## src/sv/isometric_tile_blit_address_defines.svh

```systemverilog
// Assertion macros for the isometric tile blit address block.
// Included by modules that carry concurrent assertions; no dependencies.
`ifndef ISOMETRIC_TILE_BLIT_ADDRESS_DEFINES_SVH
`define ISOMETRIC_TILE_BLIT_ADDRESS_DEFINES_SVH
`ifndef SYNTHESIS
`define ITBA_ASSERT(label, clk, rstn, prop, msg) \
    label: assert property (@(posedge clk) disable iff (!rstn) (prop)) else $error(msg);
`define ITBA_ASSERT_ALWAYS(label, clk, prop, msg) \
    label: assert property (@(posedge clk) (prop)) else $error(msg);
`else
`define ITBA_ASSERT(label, clk, rstn, prop, msg)
`define ITBA_ASSERT_ALWAYS(label, clk, prop, msg)
`endif
`endif

```

## src/sv/itba_pkg.sv

```systemverilog
// Shared types and constants for the isometric tile blit address block.
// No dependencies.
package itba_pkg;
    localparam int MaxTilesets = 8;
    localparam int SetIdxW = $clog2(MaxTilesets);
    localparam int SetCntW = $clog2(MaxTilesets + 1);
    localparam int MaxMapCols = 1024;
    localparam int QDepth = 2;

    localparam logic FUNC_APPEND = 1'b0;
    localparam logic FUNC_PLACE = 1'b1;

    localparam logic [2:0] REG_BTW = 3'd0;
    localparam logic [2:0] REG_BTH = 3'd1;
    localparam logic [2:0] REG_ROWS = 3'd2;
    localparam logic [2:0] REG_SCX = 3'd3;
    localparam logic [2:0] REG_SCY = 3'd4;

    // Item decoded by the front end and queued for the back end.
    typedef struct packed {
        logic           place;     // 0: append result only
        logic           full;      // refused append
        logic           skip;      // placement that draws nothing
        logic [SetIdxW-1:0] sel;
        logic [15:0]    id;        // gid - first_gid
        logic [12:0]    iw;
        logic [12:0]    ih;
        logic [8:0]     tw;
        logic [8:0]     th;
        logic [7:0]     mg;
        logic [7:0]     sp;
        logic [9:0]     row;
        logic [9:0]     col;
    } job_t;

    typedef struct packed {
        logic        drawn;
        logic [2:0]  set_select;
        logic [12:0] src_x;
        logic [12:0] src_y;
        logic [8:0]  blit_width;
        logic [8:0]  blit_height;
        logic [20:0] dst_x;
        logic [20:0] dst_y;
        logic        table_full;
    } result_t;
endpackage

```

## src/sv/itba_front.sv

```systemverilog
// Front end: tileset table, appends and per-tile tileset search.
// Depends on itba_pkg.
`include "isometric_tile_blit_address_defines.svh"
module itba_front (
    input  logic               aclk,
    input  logic               aresetn,
    input  logic               in_valid,
    output logic               in_ready,
    input  logic               func,
    input  logic [15:0]        first_gid,
    input  logic [15:0]        tile_count,
    input  logic [12:0]        image_width,
    input  logic [12:0]        image_height,
    input  logic [8:0]         set_tile_width,
    input  logic [8:0]         set_tile_height,
    input  logic [7:0]         margin,
    input  logic [7:0]         spacing,
    input  logic [15:0]        gid,
    input  logic [9:0]         map_row,
    input  logic [9:0]         map_col,
    input  logic [10:0]        map_rows,
    output logic               job_valid,
    input  logic               job_ready,
    output itba_pkg::job_t     job
);
    import itba_pkg::*;

    typedef enum logic [1:0] {S_IDLE, S_SEARCH, S_READ, S_PUSH} state_t;

    logic [31:0] range_mem [MaxTilesets];
    logic [25:0] sheet_mem [MaxTilesets];
    logic [17:0] tsize_mem [MaxTilesets];
    logic [15:0] border_mem [MaxTilesets];

    state_t state_reg;
    logic [SetCntW-1:0] count_reg;
    logic [SetCntW-1:0] idx_reg;
    logic [15:0] gid_reg;
    job_t job_reg;
    job_t job_start;
    logic table_room;
    logic early_skip;
    logic [31:0] rng_q;
    logic [25:0] sht_q;
    logic [17:0] tsz_q;
    logic [15:0] brd_q;
    logic [SetIdxW-1:0] rd_idx;
    // One past the last id of the entry being examined.
    logic [16:0] end_id;

    assign in_ready   = (state_reg == S_IDLE);
    assign job_valid  = (state_reg == S_PUSH);
    assign job        = job_reg;
    assign rd_idx     = idx_reg[SetIdxW-1:0];
    assign end_id     = {1'b0, rng_q[31:16]} + {1'b0, rng_q[15:0]};
    assign table_room = (count_reg < SetCntW'(MaxTilesets));
    assign early_skip = (gid == 16'd0 || 32'(map_col) >= MaxMapCols
                         || {1'b0, map_row} >= map_rows
                         || count_reg == '0);

    always_comb begin
        job_start       = '0;
        job_start.place = (func == FUNC_PLACE);
        job_start.full  = (func == FUNC_APPEND) && !table_room;
        job_start.skip  = (func == FUNC_PLACE) && early_skip;
        job_start.row   = map_row;
        job_start.col   = map_col;
    end

    // Registered table read; the search examines one entry per pass through S_SEARCH and S_READ.
    always_ff @(posedge aclk) begin
        rng_q <= range_mem[rd_idx];
        sht_q <= sheet_mem[rd_idx];
        tsz_q <= tsize_mem[rd_idx];
        brd_q <= border_mem[rd_idx];
        if (in_valid && in_ready && func == FUNC_APPEND && table_room) begin
            range_mem[count_reg[SetIdxW-1:0]]  <= {first_gid, tile_count};
            sheet_mem[count_reg[SetIdxW-1:0]]  <= {image_width, image_height};
            tsize_mem[count_reg[SetIdxW-1:0]]  <= {set_tile_width, set_tile_height};
            border_mem[count_reg[SetIdxW-1:0]] <= {margin, spacing};
        end
    end

    always_ff @(posedge aclk) begin
        if (!aresetn) begin
            state_reg <= S_IDLE;
            count_reg <= '0;
            idx_reg   <= '0;
        end else begin
            case (state_reg)
                S_IDLE: begin
                    if (in_valid) begin
                        job_reg <= job_start;
                        gid_reg <= gid;
                        idx_reg <= '0;
                        if (func == FUNC_APPEND) begin
                            if (table_room) begin
                                count_reg <= count_reg + 1'b1;
                            end
                            state_reg <= S_PUSH;
                        end else if (early_skip) begin
                            state_reg <= S_PUSH;
                        end else begin
                            state_reg <= S_SEARCH;
                        end
                    end
                end
                S_SEARCH: begin
                    state_reg <= S_READ;
                end
                S_READ: begin
                    if (end_id > {1'b0, gid_reg}) begin
                        job_reg.sel <= rd_idx;
                        job_reg.id  <= gid_reg - rng_q[31:16];
                        job_reg.iw  <= sht_q[25:13];
                        job_reg.ih  <= sht_q[12:0];
                        job_reg.tw  <= tsz_q[17:9];
                        job_reg.th  <= tsz_q[8:0];
                        job_reg.mg  <= brd_q[15:8];
                        job_reg.sp  <= brd_q[7:0];
                        if (gid_reg < rng_q[31:16] || tsz_q[17:9] == '0
                            || tsz_q[8:0] == '0) begin
                            job_reg.skip <= 1'b1;
                        end
                        state_reg <= S_PUSH;
                    end else if (idx_reg + 1'b1 >= count_reg) begin
                        job_reg.skip <= 1'b1;
                        state_reg    <= S_PUSH;
                    end else begin
                        idx_reg   <= idx_reg + 1'b1;
                        state_reg <= S_SEARCH;
                    end
                end
                S_PUSH: begin
                    if (job_ready) begin
                        state_reg <= S_IDLE;
                    end
                end
                default: state_reg <= S_IDLE;
            endcase
        end
    end

    `ITBA_ASSERT(a_count_bound, aclk, aresetn, count_reg <= SetCntW'(MaxTilesets),
        "tileset count above table size")
    `ITBA_ASSERT(a_search_bound, aclk, aresetn,
        state_reg == S_READ |-> idx_reg < count_reg, "search past loaded sets")
    `ITBA_ASSERT(a_full_only_append, aclk, aresetn,
        job_valid && job.full |-> !job.place, "full flag on a placement")
endmodule

```

## src/sv/itba_queue.sv

```systemverilog
// Short job queue between front and back ends.
// Depends on itba_pkg.
module itba_queue (
    input  logic           aclk,
    input  logic           aresetn,
    input  logic           wr_valid,
    output logic           wr_ready,
    input  itba_pkg::job_t wr_data,
    output logic           rd_valid,
    input  logic           rd_ready,
    output itba_pkg::job_t rd_data
);
    import itba_pkg::*;
    localparam int PtrW = $clog2(QDepth);

    job_t slot_reg [QDepth];
    logic [PtrW-1:0] wp_reg, rp_reg;
    logic [PtrW:0]   fill_reg;
    logic push, pop;

    assign wr_ready = (fill_reg != (PtrW+1)'(QDepth));
    assign rd_valid = (fill_reg != '0);
    assign rd_data  = slot_reg[rp_reg];
    assign push = wr_valid && wr_ready;
    assign pop  = rd_valid && rd_ready;

    always_ff @(posedge aclk) begin
        if (push) begin
            slot_reg[wp_reg] <= wr_data;
        end
        if (!aresetn) begin
            wp_reg <= '0;
            rp_reg <= '0;
            fill_reg <= '0;
        end else begin
            if (push) begin
                wp_reg <= (wp_reg == PtrW'(QDepth-1)) ? '0 : wp_reg + 1'b1;
            end
            if (pop) begin
                rp_reg <= (rp_reg == PtrW'(QDepth-1)) ? '0 : rp_reg + 1'b1;
            end
            fill_reg <= fill_reg + (PtrW+1)'(push) - (PtrW+1)'(pop);
        end
    end
endmodule

```

## src/sv/itba_back.sv

```systemverilog
// Back end: shared radix-2 divider, source rectangle and screen position.
// Depends on itba_pkg.
`include "isometric_tile_blit_address_defines.svh"
module itba_back (
    input  logic              aclk,
    input  logic              aresetn,
    input  logic              job_valid,
    output logic              job_ready,
    input  itba_pkg::job_t    job,
    input  logic [8:0]        base_tile_width,
    input  logic [8:0]        base_tile_height,
    input  logic [10:0]       map_rows,
    input  logic [15:0]       scroll_x,
    input  logic [15:0]       scroll_y,
    output logic              res_valid,
    input  logic              res_ready,
    output itba_pkg::result_t res
);
    import itba_pkg::*;

    // Division steps: cols = iw/tw, rows = ih/th, q = id/cols (rem c),
    // then r = q mod rows.
    typedef enum logic [2:0] {
        B_IDLE, B_COLS, B_ROWS, B_IDC, B_QR, B_MUL, B_POS, B_OUT
    } state_t;

    state_t state_reg;
    job_t   job_reg;
    result_t res_reg;
    logic [15:0] num_reg, rem_reg;
    logic [15:0] den_reg;
    logic [4:0]  bit_reg;
    logic [15:0] cols_reg, rows_reg, c_reg, r_reg;
    logic [16:0] trial;
    logic [16:0] rem_sh;
    logic [20:0] px_a, px_b, py_a, py_b;
    logic [20:0] mx, my;

    assign job_ready = (state_reg == B_IDLE);
    assign res_valid = (state_reg == B_OUT);
    assign res       = res_reg;
    assign rem_sh    = {rem_reg, num_reg[15]};
    assign trial     = rem_sh - {1'b0, den_reg};

    always_ff @(posedge aclk) begin
        if (!aresetn) begin
            state_reg <= B_IDLE;
        end else begin
            case (state_reg)
                B_IDLE: begin
                    if (job_valid) begin
                        job_reg <= job;
                        // table_full is the lowest field; only appends carry it.
                        res_reg <= {($bits(result_t)-1)'(0), job.full};
                        if (!job.place || job.skip) begin
                            state_reg <= B_OUT;
                        end else begin
                            num_reg <= {3'd0, job.iw};
                            den_reg <= {7'd0, job.tw};
                            rem_reg <= '0;
                            bit_reg <= 5'd16;
                            state_reg <= B_COLS;
                        end
                    end
                end
                B_COLS, B_ROWS, B_IDC, B_QR: begin
                    if (bit_reg != '0) begin
                        num_reg <= {num_reg[14:0], ~trial[16]};
                        rem_reg <= trial[16] ? rem_sh[15:0] : trial[15:0];
                        bit_reg <= bit_reg - 1'b1;
                    end else begin
                        rem_reg <= '0;
                        bit_reg <= 5'd16;
                        case (state_reg)
                            B_COLS: begin
                                cols_reg <= num_reg;
                                num_reg  <= {3'd0, job_reg.ih};
                                den_reg  <= {7'd0, job_reg.th};
                                state_reg <= B_ROWS;
                            end
                            B_ROWS: begin
                                rows_reg <= num_reg;
                                num_reg  <= job_reg.id;
                                den_reg  <= cols_reg;
                                if (cols_reg == '0 || num_reg == '0) begin
                                    state_reg <= B_OUT;
                                end else begin
                                    state_reg <= B_IDC;
                                end
                            end
                            B_IDC: begin
                                c_reg   <= rem_reg;
                                den_reg <= rows_reg;
                                state_reg <= B_QR;
                            end
                            default: begin
                                r_reg <= rem_reg;
                                state_reg <= B_MUL;
                            end
                        endcase
                    end
                end
                B_MUL: begin
                    res_reg.src_x <= 13'(16'(job_reg.mg)
                        + (16'(job_reg.sp) + 16'(job_reg.tw)) * c_reg);
                    res_reg.src_y <= 13'(16'(job_reg.mg)
                        + (16'(job_reg.sp) + 16'(job_reg.th)) * r_reg);
                    px_a <= 21'(map_rows) * 21'(base_tile_height);
                    px_b <= 21'(base_tile_width[8:1]) * 21'(job_reg.col);
                    mx   <= 21'(base_tile_width[8:1]) * (21'(job_reg.row) + 21'd1);
                    py_a <= 21'(base_tile_height[8:1]) * 21'(job_reg.row);
                    py_b <= 21'(base_tile_height[8:1]) * 21'(job_reg.col);
                    my   <= 21'(job_reg.th) - 21'(base_tile_height);
                    state_reg <= B_POS;
                end
                B_POS: begin
                    res_reg.drawn       <= 1'b1;
                    res_reg.set_select  <= 3'(job_reg.sel);
                    res_reg.blit_width  <= job_reg.tw;
                    res_reg.blit_height <= job_reg.th;
                    res_reg.dst_x <= px_a + px_b - mx - 21'(scroll_x);
                    res_reg.dst_y <= py_a + py_b - my - 21'(scroll_y);
                    state_reg <= B_OUT;
                end
                B_OUT: begin
                    if (res_ready) begin
                        state_reg <= B_IDLE;
                    end
                end
                default: state_reg <= B_IDLE;
            endcase
        end
    end

    `ITBA_ASSERT(a_div_bits, aclk, aresetn, bit_reg <= 5'd16, "divider step count overrun")
    `ITBA_ASSERT(a_skip_silent, aclk, aresetn,
        res_valid && !job_reg.place |-> !res.drawn, "append result marked drawn")
    `ITBA_ASSERT(a_full_zero, aclk, aresetn,
        res_valid && res.drawn |-> !res.table_full, "full flag on a drawn tile")
endmodule

```

## src/sv/isometric_tile_blit_address.sv

```systemverilog
// Isometric tile blit address generator: a front end holds up to eight tileset
// descriptors and finds the tileset for each placed tile; a two-entry queue
// hands decoded jobs to a back end that runs one shared 16-step restoring
// divider up to four times (sheet columns, sheet rows, id by columns,
// quotient by rows) and then forms the source rectangle and screen position.
// Every transfer on the input gives exactly one result transfer. An append
// passes through the accept and push states of the front end and the accept
// and output states of the back end. A placement is accepted, examines the
// tilesets in turn and is handed off in the front end; the back end then runs
// the divisions, the multiply and position steps and the output state. The
// divider is the limit on sustained throughput for tiles; the back end takes
// no new job until its result is taken, while the queue lets the front end
// accept further input.
// Depends on itba_pkg, itba_front, itba_queue and itba_back.
module isometric_tile_blit_address (
    input  logic        aclk,
    input  logic        aresetn,
    input  logic        s_tvalid,
    output logic        s_tready,
    // tdata from bit 0: first_gid, tile_count, image_width, image_height,
    // set_tile_width, set_tile_height, margin, spacing, gid, map_row, map_col
    input  logic [127:0] s_tdata,
    // tuser: func
    input  logic        s_tuser,
    output logic        m_tvalid,
    input  logic        m_tready,
    // tdata from bit 0: set_select, src_x, src_y, blit_width, blit_height,
    // dst_x, dst_y, table_full
    output logic [95:0] m_tdata,
    // tuser: drawn
    output logic        m_tuser,
    input  logic        cfg_valid,
    output logic        cfg_ready,
    input  logic [2:0]  cfg_index,
    input  logic [15:0] cfg_data
);
    import itba_pkg::*;

    logic [8:0]  btw_reg, bth_reg;
    logic [10:0] rows_reg;
    logic [15:0] scx_reg, scy_reg;
    job_t f_job, q_job;
    logic f_valid, f_ready, q_valid, q_ready;
    result_t r;

    assign cfg_ready = 1'b1;

    always_ff @(posedge aclk) begin
        if (!aresetn) begin
            btw_reg  <= 9'd64;
            bth_reg  <= 9'd32;
            rows_reg <= 11'd16;
            scx_reg  <= '0;
            scy_reg  <= '0;
        end else if (cfg_valid) begin
            case (cfg_index)
                REG_BTW:  btw_reg  <= cfg_data[8:0];
                REG_BTH:  bth_reg  <= cfg_data[8:0];
                REG_ROWS: rows_reg <= cfg_data[10:0];
                REG_SCX:  scx_reg  <= cfg_data;
                REG_SCY:  scy_reg  <= cfg_data;
                default: ;
            endcase
        end
    end

    itba_front u_front (
        .aclk, .aresetn,
        .in_valid(s_tvalid), .in_ready(s_tready), .func(s_tuser),
        .first_gid(s_tdata[15:0]), .tile_count(s_tdata[31:16]),
        .image_width(s_tdata[44:32]), .image_height(s_tdata[57:45]),
        .set_tile_width(s_tdata[66:58]), .set_tile_height(s_tdata[75:67]),
        .margin(s_tdata[83:76]), .spacing(s_tdata[91:84]),
        .gid(s_tdata[107:92]), .map_row(s_tdata[117:108]), .map_col(s_tdata[127:118]),
        .map_rows(rows_reg),
        .job_valid(f_valid), .job_ready(f_ready), .job(f_job)
    );

    itba_queue u_queue (
        .aclk, .aresetn,
        .wr_valid(f_valid), .wr_ready(f_ready), .wr_data(f_job),
        .rd_valid(q_valid), .rd_ready(q_ready), .rd_data(q_job)
    );

    itba_back u_back (
        .aclk, .aresetn,
        .job_valid(q_valid), .job_ready(q_ready), .job(q_job),
        .base_tile_width(btw_reg), .base_tile_height(bth_reg),
        .map_rows(rows_reg), .scroll_x(scx_reg), .scroll_y(scy_reg),
        .res_valid(m_tvalid), .res_ready(m_tready), .res(r)
    );

    assign m_tuser = r.drawn;
    assign m_tdata = {6'b000000, r.table_full, r.dst_y, r.dst_x, r.blit_height,
                      r.blit_width, r.src_y, r.src_x, r.set_select};
endmodule
```

## config.mk

```make
export PLATFORM = sky130hd
export DESIGN_NAME = isometric_tile_blit_address
export DESIGN_NICKNAME = d
export VERILOG_FILES = /design/src/sv/itba_pkg.sv /design/src/sv/itba_front.sv /design/src/sv/itba_queue.sv /design/src/sv/itba_back.sv /design/src/sv/isometric_tile_blit_address.sv
export VERILOG_INCLUDE_DIRS = /design/src /design/src/sv
export SDC_FILE = /design/constraint.sdc
export NUM_CORES = 2
export LEC_CHECK = 0
export BUFFER_PORTS_ARGS = -buffer_cell sky130_fd_sc_hd__clkbuf_2
export CAP_MARGIN = 10
export CORE_MARGIN = 2
export CORE_UTILIZATION = 38
export DETAILED_ROUTE_END_ITERATION = 10
export PLACE_DENSITY = 0.49
export SLEW_MARGIN = 15
export SYNTH_ARGS = -nofsm -noshare
export SYNTH_HDL_FRONTEND = slang
export SYNTH_HIERARCHICAL = 1
export SYNTH_SLANG_ARGS = --single-unit
```

## constraint.sdc

```tcl
create_clock -name aclk -period 10 [get_ports aclk]
set_clock_uncertainty 0.1 [all_clocks]
set_input_delay 1.5 -clock aclk [delete_from_list [all_inputs] [get_ports aclk]]
set_output_delay 1.5 -clock aclk [all_outputs]
set_load 0.1 [all_outputs]
```

==> flow_summary_export.csv <==
group,metric,value,unit
sta,hold_viol,0,
placement,gp_congestion,0.8289,
sta,timing.final.crit_share,0.7119,
clock_network,cts_sinks,1619,
finish,fillers,20120,
sta,maxSlewHeadroom,0.2270,
global_route,grt_pass1_wl,309.4,mm
logic_synthesis,syn_area,0.08392,mm2
setup_path,start_kind,"flip-flop",
logic_synthesis,synth.avg_cell_area,14.12,um2
detailed_routing,drc,0,
sta,setup_viol,0,
power,p_switching,0.007984,W
outcome,outcome,"finished clean",
floorplan,die-height,473.9,um
power,switching_share,0.3430,
floorplan,die_x,473.9,um
setup_path,crit_arrival,7.57,ns
power,p_per_area,246.9,mW/mm2
sta,worst_pin_slew,1.160,ns
setup_path,path_common_cell,"fa_1",
clock_network,ctsResizeCount,0,
clock_network,clockBufferDepth,3,
placement,place_hpwl,139.2,mm
floorplan,fp.dieArea,0.2246,mm2
finish,multi_input_area,0.03366,mm2
global_route,grt-ovfl-total,0,
detailed_routing,firstDrtPassIters,5,
sta,drv_slew,0,
floorplan,start_util,0.3823,
sta,fmax,140.5,MHz
floorplan,core,0.2195,mm2
finish,layout_commonest_cell,"edfxtp_1",
detailed_routing,drtIter0Drc,2968,
logic_synthesis,synth_warnings,6,
finish,largest_register_ffs,256,
clock_network,insertion_delay,0.83,ns
floorplan,rows,172,
global_route,grt_pass1_vias,48260,
worst_hold_path,hold_path.class,"reg -> reg",
setup_path,critPathSlowestCell,"fa_1",
sta,min_period,7.119,ns
clock_network,cts_hold_buf,0,
clock_network,numCtsBuffers,180,
power,seqPwrFrac,0.358,
clock_network,cts.clk_slew.worst_paths,0.06,ns
floorplan,ioPinCount,253,
power,clkPwrFrac,0.279,
run,drv_cap,0,
detailed_routing,viasPerCell,5.004,
global_route,antenna_found_initial,35,
placement,port-buffer-count,245,
setup_path,r2r_setup_slack,2.88,ns
power,power.leakage,35.94,nW
finish,mostFrequentLayoutCells,"edfxtp_1, inv_1, nand2_1",
setup_path,cp.required,10.45,ns
power,p_comb_frac,0.363,
setup_path,cp_max_fo,5,
global_route,grt_start_max_net_pins,139,
setup_path,path_class,"reg -> reg",
setup_path,path_cells,"ha_1, fa_1, a211oi_1, o21bai_1, a2111oi_0, or3_1, xnor2_1, nand2_1, fa_1, fa_1, inv_1, fa_1, fa_1, inv_1, fa_1, inv_1, ha_1, o41ai_1, o21ai_0, xor2_1, xnor3_1, nor2_1",
finish,regArea,0.04694,mm2
setup_path,critPathCaptureType,"flip-flop",
detailed_routing,ant_nets,0,
finish,fin_nets,7237,
detailed_routing,post_drt_wl_per_cell,22.16,um
global_route,grt_usage,0.1838,
setup_path,slowest_delay,0.57,ns
clock_network,cts_tree,"yes",
placement,dp.cells,8909,
finish,drive_gt1_frac,0.1567,
clock_network,cts-root-buf,"clkbuf_16",
power,p_int,0.01530,W
finish,final_cells,9255,
logic_synthesis,synth_cells,5945,
detailed_routing,via_count,46310,
sta,tns,0,ns
clock_network,htree_levels,4,
detailed_routing,routed_wl,205.1,mm
sta,rsz0062_at_grt,"false",
power,ir_drop,408.2,uV
clock_network,postCtsSetupBuffers,0,
finish,area_delta_synth_final,12.38,%
routing by layer:
metal  GRT usage  routed length, um
met1      0.2574              95180
met2      0.2988              96370
met3     0.03338               9626
met4     0.03839               3710
met5           0                237
final cells by class:
cell class | instances | area share
sequential | 1619 | 0.4977
multi-input combinational | 3441 | 0.3569
clock buffer | 237 | 0.05164
tap | 2871 | 0.03809
inverter | 674 | 0.02685
timing repair buffer | 304 | 0.01799
clock inverter | 102 | 0.01061
antenna | 7 | 0.0001857
per-stage QoR:
step | total power, W | util | worst slack [ns] | instance area, um2 | hold slack [ns]
3_5_place_dp | 0.01700 | 0.4028 | 2.935 | 88420 | 0.3298
5_1_grt | 0.02497 | 0.4296 | 2.372 | 94290 | 0.3272
4_1_cts | 0.02362 | 0.4295 | 2.890 | 94290 | 0.3154
3_3_place_gp | 0.01699 | 0.4028 | 3.115 | 88420 | 0.3224
6_report | 0.02328 | 0.4296 | 2.882 | 94310 | 0.3200
2_1_floorplan | 0.01516 | - | 0.4191 | 83940 | 0.3215
path summary, 6_finish.rpt:
path	to	cells after the start	from
setup / recovery	u_back/res[73]$_DFFE_PP_	22	u_back/job_reg[36]$_DFFE_PP_
hold / removal	u_queue/slot_reg[0][90]$_DFFE_PP_	0	u_front/job[90]$_DFFE_PP_
setup reg to reg	u_back/res[73]$_DFFE_PP_	22	u_back/job_reg[36]$_DFFE_PP_
hold reg to reg	u_queue/slot_reg[0][90]$_DFFE_PP_	0	u_front/job[90]$_DFFE_PP_
power by group through the flow:
stage / registers, W / clock network (W) / logic, W
floorplan: 0.00862 / 0 / 0.00654
global placement: 0.00848 / 0 / 0.00852
detailed placement: 0.00849 / 0 / 0.00851
CTS: 0.00835 / 0.00668 / 0.00859
global route: 0.00838 / 0.00695 / 0.00964
finish: 0.00834 / 0.00649 / 0.00845
worst max-delay path, delay by kind of cell (launching register included):
kind,cells,cell delay (ns)
flops,1,0.42
compound gates,5,1.61
xor+xnor,3,0.64
buf+inv,3,0.17
simple gates,3,0.38
fa+ha+maj,8,3.54
Power figures use the tool's default switching activity.
